File: src/hdl/lzwd_pkg.sv
// shared types and constants for the 12-bit lzw decoder
`default_nettype none

package lzwd_pkg;

  localparam int unsigned CODE_W    = 12;
  localparam int unsigned BYTE_W    = 8;
  localparam int unsigned OUT_DEPTH = 64;
  localparam int unsigned OUT_AW    = 6;
  localparam int unsigned OUT_CW    = 7;

  localparam logic [CODE_W-1:0] PAD_CODE  = 12'hFFF;
  localparam logic [CODE_W-1:0] LIT_LIMIT = 12'd256;

  typedef enum logic [2:0] {
    ST_IDLE,
    ST_CODE,
    ST_WALK,
    ST_COPY,
    ST_UPDATE,
    ST_NEXT,
    ST_EMIT
  } lzwd_state_e;

  typedef enum logic [1:0] {
    EM_IDLE,
    EM_READ,
    EM_LOAD
  } lzwd_emit_e;

  typedef struct packed {
    logic              wr_en;
    logic [OUT_AW-1:0] wr_addr;
    logic [BYTE_W-1:0] wr_data;
    logic              start;
    logic [OUT_CW-1:0] count;
    logic              err;
  } lzwd_obuf_ctrl_t;

endpackage

`default_nettype wire

File: src/hdl/lzwd_obuf.sv
// output byte buffer with emit sequencer and output register
`default_nettype none

module lzwd_obuf (
  input  logic                    clk_i,
  input  logic                    rst_ni,
  input  lzwd_pkg::lzwd_obuf_ctrl_t ctrl_i,
  output logic                    busy_o,
  output logic                    out_valid_o,
  input  logic                    out_stall_i,
  output logic [7:0]              byte_out_o,
  output logic                    last_of_run_o,
  output logic                    error_flag_o
);
  import lzwd_pkg::*;

  logic [BYTE_W-1:0] buf_mem [OUT_DEPTH];
  logic [BYTE_W-1:0] rdata_q;

  lzwd_emit_e        state_q, state_d;
  logic [OUT_CW-1:0] idx_q, idx_d;
  logic [OUT_CW-1:0] count_q, count_d;
  logic              err_q, err_d;
  logic              valid_q, valid_d;
  logic [BYTE_W-1:0] byte_q, byte_d;
  logic              last_q, last_d;
  logic              flag_q, flag_d;
  logic              slot_free;
  logic              is_last;

  assign slot_free = !valid_q || !out_stall_i;
  assign is_last   = (idx_q == (count_q - 7'd1));

  always_ff @(posedge clk_i) begin
    if (ctrl_i.wr_en) begin
      buf_mem[ctrl_i.wr_addr] <= ctrl_i.wr_data;
    end
    rdata_q <= buf_mem[idx_q[OUT_AW-1:0]];
  end

  always_comb begin
    state_d = state_q;
    case (state_q)
      EM_IDLE: begin
        if (ctrl_i.start) state_d = EM_READ;
      end
      EM_READ: state_d = EM_LOAD;
      EM_LOAD: begin
        if (slot_free) state_d = is_last ? EM_IDLE : EM_READ;
      end
      default: state_d = EM_IDLE;
    endcase
  end

  always_comb begin
    idx_d   = idx_q;
    count_d = count_q;
    err_d   = err_q;
    valid_d = valid_q && out_stall_i;
    byte_d  = byte_q;
    last_d  = last_q;
    flag_d  = flag_q;
    case (state_q)
      EM_IDLE: begin
        if (ctrl_i.start) begin
          idx_d   = '0;
          count_d = ctrl_i.count;
          err_d   = ctrl_i.err;
        end
      end
      EM_LOAD: begin
        if (slot_free) begin
          valid_d = 1'b1;
          byte_d  = rdata_q;
          last_d  = is_last;
          flag_d  = err_q;
          idx_d   = idx_q + 7'd1;
        end
      end
      default: ;
    endcase
  end

  always_ff @(posedge clk_i or negedge rst_ni) begin
    if (!rst_ni) begin
      state_q <= EM_IDLE;
      valid_q <= 1'b0;
      idx_q   <= '0;
      count_q <= '0;
      err_q   <= 1'b0;
    end else begin
      state_q <= state_d;
      valid_q <= valid_d;
      idx_q   <= idx_d;
      count_q <= count_d;
      err_q   <= err_d;
    end
  end

  always_ff @(posedge clk_i) begin
    byte_q <= byte_d;
    last_q <= last_d;
    flag_q <= flag_d;
  end

  assign busy_o        = (state_q != EM_IDLE);
  assign out_valid_o   = valid_q;
  assign byte_out_o    = byte_q;
  assign last_of_run_o = last_q;
  assign error_flag_o  = flag_q;

endmodule

`default_nettype wire

File: config.mk
export PLATFORM = sky130hd
export DESIGN_NAME = lzwd_obuf
export DESIGN_NICKNAME = d
export VERILOG_FILES = /design/src/hdl/lzwd_pkg.sv /design/src/hdl/lzwd_obuf.sv
export SDC_FILE = /design/constraint.sdc
export NUM_CORES = 1
export LEC_CHECK = 0
export BUFFER_PORTS_ARGS = -buffer_cell sky130_fd_sc_hd__buf_4
export CAP_MARGIN = 20
export CORE_ASPECT_RATIO = 0.7
export CORE_MARGIN = 2
export CORE_UTILIZATION = 39
export DETAILED_ROUTE_END_ITERATION = 6
export PLACE_DENSITY = 0.6
export SKIP_LAST_GASP = 1
export SLEW_MARGIN = 10
export SYNTH_ARGS = -nofsm -noshare
export SYNTH_HDL_FRONTEND = slang
export SYNTH_SLANG_ARGS = --single-unit
File: constraint.sdc
create_clock -name clk_i -period 3.4 [get_ports clk_i]
set_input_delay 0.34 -clock clk_i [delete_from_list [all_inputs] [get_ports clk_i]]
set_output_delay 0.34 -clock clk_i [all_outputs]
set_load 0.01 [all_outputs]
Yosys cells after proc, flatten, opt, wreduce, memory -nomap -nowiden
Memory sizes are Yosys's and may differ from the RTL's. A register that Yosys moved wholly into a read port is not among the register bits.
Cells that the tools add are included.
{"block": "word_totals", "reg_bits": 28, "ramBits": 512, "inputBits": 27, "elab_cells": 38, "mem_count": 1}
{"name": "buf_mem", "depth": 64, "width": 8, "rd": 1, "rd_ports_with_merged_regs": 1, "wr": 1, "line_no": "lzwd_obuf.sv:17", "text": "logic [BYTE_W-1:0] buf_mem [OUT_DEPTH];"}
{"block": "classes", "n_addsub": 2, "n_eq_ne": 5, "muxes": 11, "n_reduce_logical": 11}
{"operator": "2-to-1 mux 7 bit", "n": 2}
{"operator": "case mux 7 bit (2 select lines)", "n": 1}
{"operator": "adder 7 x 1 -> 7 bit, second input constant", "n": 1}
{"operator": "== test 7 bit", "n": 1}
{"operator": "subtractor 7 x 1 -> 7 bit, second input constant", "n": 1}
{"operator": "case mux 2 bit (3 select lines)", "n": 1}
{"operator": "AND reduction 2 bit", "n": 3}
{"operator": "2-to-1 mux 1 bit", "n": 5}
{"operator": "2-to-1 mux 2 bit", "n": 2}
{"operator": "!= test 2 bit, second input constant", "n": 2}
{"operator": "nonzero test 2 bit", "n": 2}
{"operator": "AND reduction 3 bit", "n": 1}
{"operator": "== test 2 x 1 -> 1 bit, second input constant", "n": 1}
{"operator": "== test 2 bit, second input constant", "n": 1}
{"operator": "logical NOT 1 bit", "n": 2}
{"operator": "logical NOT 2 bit", "n": 1}
{"operator": "logical AND 1 bit", "n": 1}
{"operator": "logical OR 1 bit", "n": 1}

Longest topological paths before layout
Gate-level depths: netlist of the first run.
{"block": "depth", "depth_word": 5, "ltp_mapped": 9, "depth_no_buf": 7}

Worst setup path after synthesis of the first run
No wires, ideal clock.
{"block": "synth_path", "kind": "register to register", "start": "register idx_q[0]", "end": "register rdata_q[0] (read register of buf_mem)", "t_arrival_ns": 1.832, "slack_ns": 1.443, "path_stages_with_launch": 7, "n_path_buf": 2, "period_less_slack_ns": 1.957, "path_cell_list": "dfrtp_1 buf_6 buf_12 mux4_1 mux2_2 a221oi_2 o41ai_1"}
{"item": "start: declaration", "line_no": "lzwd_obuf.sv:21", "text": "logic [OUT_CW-1:0] idx_q, idx_d;"}
{"item": "start signal: assignment", "line_no": "lzwd_obuf.sv:94", "text": "idx_q <= idx_d;"}
{"item": "end: declaration", "line_no": "lzwd_obuf.sv:18", "text": "logic [BYTE_W-1:0] rdata_q;"}

==> flow_summary.ini, run 1 <==
[outcome]
status = complete, no violations

[synthesis]
synth_top_area_share_pct = 72.5
netlist_instances = 1083
seq_area_frac_synth_pct = 75.4
syn-cell-area_um2 = 21600
synth_cell_types = 52
synth_edf_count = 522
yosysWarnings = 0
synth_nets = 1112
synth_area_leaders = edfxtp_1, mux4_2, mux2i_1
syn_area_per_cell_um2 = 20.0
synthArstFlopShare_pct = 3.28
synth_ff_type = edfxtp_1
synth.most_common_cell = edfxtp_1
ys_seq_elements = 548
synth_top_area_cell = edfxtp_1
ys_top_cells_by_count = edfxtp_1, nor2_1, mux4_2

[power]
p_sw_mw = 4.18
pwr_density_cell_nw_per_um2 = 667
combPwrFrac_pct = 17.6
clkPwrFrac_pct = 34.6
seqPwrFrac_pct = 47.8
p_int_mw = 12.3
vdd_drop_max_mv = 0.394
p_leak_nw = 7.65
swShare_pct = 25.3

[route]
routedWlPerCell_um = 25.4
viasPerCell = 5.45
num_vias = 10800
firstDrtPassIters = 5
antenna_left = 0
drcViolationCount = 0
totalWireLength_mm = 50.2
dr.first_iter.drc_count = 1095

[place]
postPlaceCellArea_um2 = 23000
numPortBuffers = 38
dp_hpwl_mm = 31.9
routabilityCongestion = 0.803

[final_layout]
drive_gt1_share_pct = 24.5
fin_util_pct = 45.0
nets = 1224
fin_area_um2 = 24700
syn_to_final_growth_pct = 14.5

[setup_path]
crit_buf_inv = 1
crit_path_max_incr_delay_ns = 0.87
critPathArrivalTime_ns = 3.36
cp_top_family = compound AO/OA/AOI/OAI gates
path_cells = buf_4 -> or3b_1 -> o22ai_1 -> a211oi_1 -> a221o_1 -> o41ai_1
crit_type = reg2reg
crit_required_ns = 3.83
crit_slowest_cell = dfrtp_4
critPathLaunchType = register
critPathCaptureType = register
crit_fanout = 34

[sta]
slew_violations = 0
slew_headroom_pct = 37.9
final.setup.tns_ns = 0
fmax_ghz = 0.341
max_slew.worst_pin.slew_ns = 0.928
rsz0062_at_grt = no
whs_ns = 0.162
final-setup-viol-count = 0
hold_viol_final = 0
min_period_ns = 2.93
finalCritPeriodShare_pct = 86.3
skew_ns = 0.0254

[clocking]
cts-resized-gates = 0
tritoncts = built
cts_root_buf = clkbuf_16
ctsHtreeMaxLevel = 2
cts.clk_slew.worst_paths_ns = 0.06
cts_sinks = 548
insertion_delay_ns = 0.59
clockBufferDepth = 3
cts_buffers = 51

[grt]
grt_pass1_vias = 10800
grt_pass1_wl_mm = 74.0
grt_overflow = 0
grt_max_degree = 65
grt_usage_pct = 17.6
antenna_found_initial = 1

[floorplan]
row_count = 72
die_width_um = 285
initial_core_util_pct = 39.3
dieHeight_um = 201
core_um2 = 55000
pin_count = 39
dieArea_um2 = 57300

[hold_path]
hold_class = in2async

[job]
drv_cap = 0
==> worst paths after layout <==
check,startpoint,endpoint,slack [ns],depth (start not counted)
setup reg to reg,idx_q[0]$_DFFE_PN0P_,rdata_q[7]$_DFF_P_,0.47,6
hold reg to reg,err_q$_DFFE_PN0P_,error_flag_o$_DFFE_PP_,0.46,0
setup / recovery,idx_q[0]$_DFFE_PN0P_,rdata_q[7]$_DFF_P_,0.47,6
hold / removal,rst_ni,count_q[5]$_DFFE_PN0P_,0.16,2
max in group asynchronous,rst_ni,idx_q[0]$_DFFE_PN0P_,3.01,2
min in group clk_i,ctrl_i[8],idx_q[1]$_DFFE_PN0P_,0.16,3
==> power by group through the flow <==
stage,clock network [mW],registers (mW),logic [mW]
floorplan,0,7.85,2.26
global placement,0,8.04,2.92
detailed placement,0,8.05,2.93
CTS,5.81,7.91,2.95
global route,6.08,7.93,3.14
finish,5.71,7.90,2.91
==> registers in the layout, summed over array words and instances, names as in the netlist <==
name           flops
last_of_run_o      1
rdata_q            8
error_flag_o       1
err_q              1
byte_out_o         8
count_q            7
state_q            2
out_valid_o        1
buf_mem          512
idx_q              7
==> cell type report <==
class                           count  area (µm²)
Timing Repair Buffer              119         993
Antenna cell                        1        2.50
Inverter                            3        11.3
Tap cell                          740         926
Sequential cell                   548       16300
Multi-Input combinational cell    472        4860
Clock inverter                     29         282
Clock buffer                       66        1380
Fill cell                        4685       30200
==> logic make-up (layout without fill, tap and decap cells) <==
group	count (synthesis)	in the layout	share of synthesized area, %
buf+inv	63	217	2.19
flops	548	548	75.4
mux	190	190	14.5
xor+xnor	15	15	0.608
simple gates	169	169	3.77
other cells	0	1	0
fa+ha+maj	2	2	0.116
compound gates	96	96	3.43
==> worst register-to-register path, cell delays in order, from the launching register on <==
cell and delay, ns:
dfrtp_4 0.87, buf_4 0.53, or3b_1 0.36, o22ai_1 0.16, a211oi_1 0.32, a221o_1 0.40, o41ai_1 0.15
==> cell usage in the layout, fill, tap and decap left out, drive strengths merged, types with 18 or more instances in the layout <==
| cell type | n |
|---|---|
| edfxtp | 522 |
| buf | 109 |
| mux4 | 93 |
| nor2 | 83 |
| mux2i | 75 |
| clkbuf | 66 |
| nand2 | 24 |
| mux2 | 22 |
| a221oi | 19 |
| dfrtp | 18 |
==> metal layers <==
| layer | vias up | global-route usage, % | wire length, µm | share of wire, % |
|---|---|---|---|---|
| li1 | 4678 | - | - | - |
| met1 | 5650 | 27.6 | 23400 | 47 |
| met2 | 385 | 24.5 | 21300 | 42 |
| met3 | 70 | 4.33 | 4480 | 8.9 |
| met4 | 0 | 4.24 | 998 | 2.0 |
| met5 | - | 0 | 0 | 0 |
==> through the flow <==
stage / cells / setup slack (ns) / power [mW]
floorplan: 1083 / 1.44 / 10.1
global placement: 1872 / 0.523 / 11.0
detailed placement: 1872 / 0.474 / 11.0
CTS: 1977 / 0.449 / 16.7
global route: 1977 / 0.265 / 17.2
finish: 1978 / 0.466 / 16.5
==> what timing repair did <==
action	in CTS	in global routing
buffers inserted	0	0
endpoints found under the hold margin	27	0
hold buffers	10	0
setup endpoints to repair	0	0
No activity file was read; power rests on OpenSTA's default activity.
==> run 2: changes to the inputs <==
- CTS_BUF_LIST: not set -> sky130_fd_sc_hd__clkbuf_4
==> flow_summary.ini, run 2 (synthesized netlist as in run 1, its figures left out) <==
[clocking]
tritoncts = built
cts_root_buf = clkbuf_4
cts.clk_slew.worst_paths_ns = 0.06
cts-resized-gates = 0
cts_sinks = 548
insertion_delay_ns = 0.86
cts_buffers = 132
ctsHtreeMaxLevel = 4
post-cts-setup-buffers = 0
clockBufferDepth = 3
postCtsHoldBufs = 15

[final_layout]
syn_to_final_growth_pct = 15.3
fillers = 4761
fin_area_um2 = 24900
nets = 1312
top_register = buf_mem
drive_gt1_share_pct = 32.0
final_common_cell = edfxtp_1
final_cell_mix = edfxtp_1, clkbuf_4, buf_4
largest_reg_flops = 512

[floorplan]
core_um2 = 55000
initial_core_util_pct = 39.3
dieHeight_um = 201
die_width_um = 285
pin_count = 39
dieArea_um2 = 57300
row_count = 72

[outcome]
status = complete, no violations

[setup_path]
crit_required_ns = 4.10
critPathArrivalTime_ns = 3.63
crit_fanout = 34
crit_type = reg2reg
critPathLaunchType = register
critPathCaptureType = register

[sta]
fmax_ghz = 0.341
slew_headroom_pct = 39.2
final-setup-viol-count = 0
finalWorstSetupSlack_ns = 0.469
max_slew.worst_pin.slew_ns = 0.909
final.setup.tns_ns = 0
min_period_ns = 2.93
skew_ns = 0.0364
hold_viol_final = 0
slew_violations = 0
whs_ns = 0.0646
finalCritPeriodShare_pct = 86.2
rsz0062_at_grt = no

[route]
viasPerCell = 5.37
antenna_left = 0
dr.first_iter.drc_count = 1130
num_vias = 11400
totalWireLength_mm = 51.6
drcViolationCount = 0
firstDrtPassIters = 5
routedWlPerCell_um = 24.3

[grt]
met1_usage_pct = 27.6
grt_pass1_wl_mm = 75.8
grt_usage_pct = 18.2
grt_overflow = 0
grt_use_met3_pct = 6.19
antenna_found_initial = 2
grtUsageMet2_pct = 25.0
busiest_layer = met1
grt_max_degree = 65
grt_pass1_vias = 11600

[power]
clkPwrFrac_pct = 34.4
pwr_density_cell_nw_per_um2 = 662
seqPwrFrac_pct = 47.9
p_sw_mw = 4.34
p_leak_nw = 7.93
combPwrFrac_pct = 17.7
total_power_mw = 16.5
swShare_pct = 26.3
p_int_mw = 12.1
vdd_drop_max_mv = 0.301

[place]
preCtsSetupSlack_ns = 0.474
routabilityCongestion = 0.803
dp_hpwl_mm = 31.9
numPortBuffers = 38
postPlaceCellArea_um2 = 23000

[hold_path]
hold_class = in2reg

[job]
drv_cap = 0
==> run 2: cell types whose count changed in the layout (fill, tap and decap cells not counted), sizes merged <==
cell         change
clkinvlp         -4
clkinv           +6
diode            +2
inv              +1
dlygate4sd3      +7
clkbuf         +134
==> run 2: layout make-up <==
type	instances	area (µm²)	area share, %
antenna	3	7.51	0.0301
clock buffer	200	1500	6.02
clock inverter	32	260	1.04
inverter	3	11.3	0.0452
multi-input combinational	472	4860	19.5
sequential	548	16300	65.4
tap	740	926	3.72
timing repair buffer	126	1060	4.27
==> run 2: per-layer routing <==
metal / part of all wire, % / vias up
met5: 0 / -
met2: 43 / 488
met4: 1.3 / 0
li1: - / 4944
met1: 47 / 5903
met3: 9.4 / 67
==> run 2: final timing paths <==
check | slack [ns] | cells past startpoint | start | to
setup / recovery | 0.47 | 6 | idx_q[0]$_DFFE_PN0P_ | rdata_q[7]$_DFF_P_
hold / removal | 0.06 | 1 | ctrl_i[13] | buf_mem[8][4]$_DFFE_PP_
min in group asynchronous | 0.68 | 3 | rst_ni | count_q[4]$_DFFE_PN0P_
hold reg to reg | 0.43 | 0 | err_q$_DFFE_PN0P_ | error_flag_o$_DFFE_PP_
max in group asynchronous | 2.07 | 3 | rst_ni | idx_q[1]$_DFFE_PN0P_
setup reg to reg | 0.47 | 6 | idx_q[0]$_DFFE_PN0P_ | rdata_q[7]$_DFF_P_
==> run 2: power groups by stage <==
stage | Combinational (mW) | Sequential [mW] | Clock (mW)
final | 2.92 | 7.89 | 5.68
after global routing | 3.14 | 7.93 | 6.17
after CTS | 2.95 | 7.90 | 5.81
after detailed placement | 2.93 | 8.05 | 0
after global placement | 2.92 | 8.04 | 0
after floorplan | 2.26 | 7.85 | 0
==> run 2: metrics by stage <==
stage | instances | util, %
after global routing | 2123 | 45.3
after detailed placement | 1872 | 41.8
after global placement | 1872 | 41.8
final | 2124 | 45.3
after floorplan | 1083 | -
after CTS | 2119 | 45.3
==> run 2: critical path: stages, from the launching register on <==
cell and delay, ns:
dfrtp_4 0.87, buf_4 0.49, or3b_1 0.36, o22ai_1 0.16
a211oi_1 0.33, a221o_1 0.39, o41ai_1 0.14
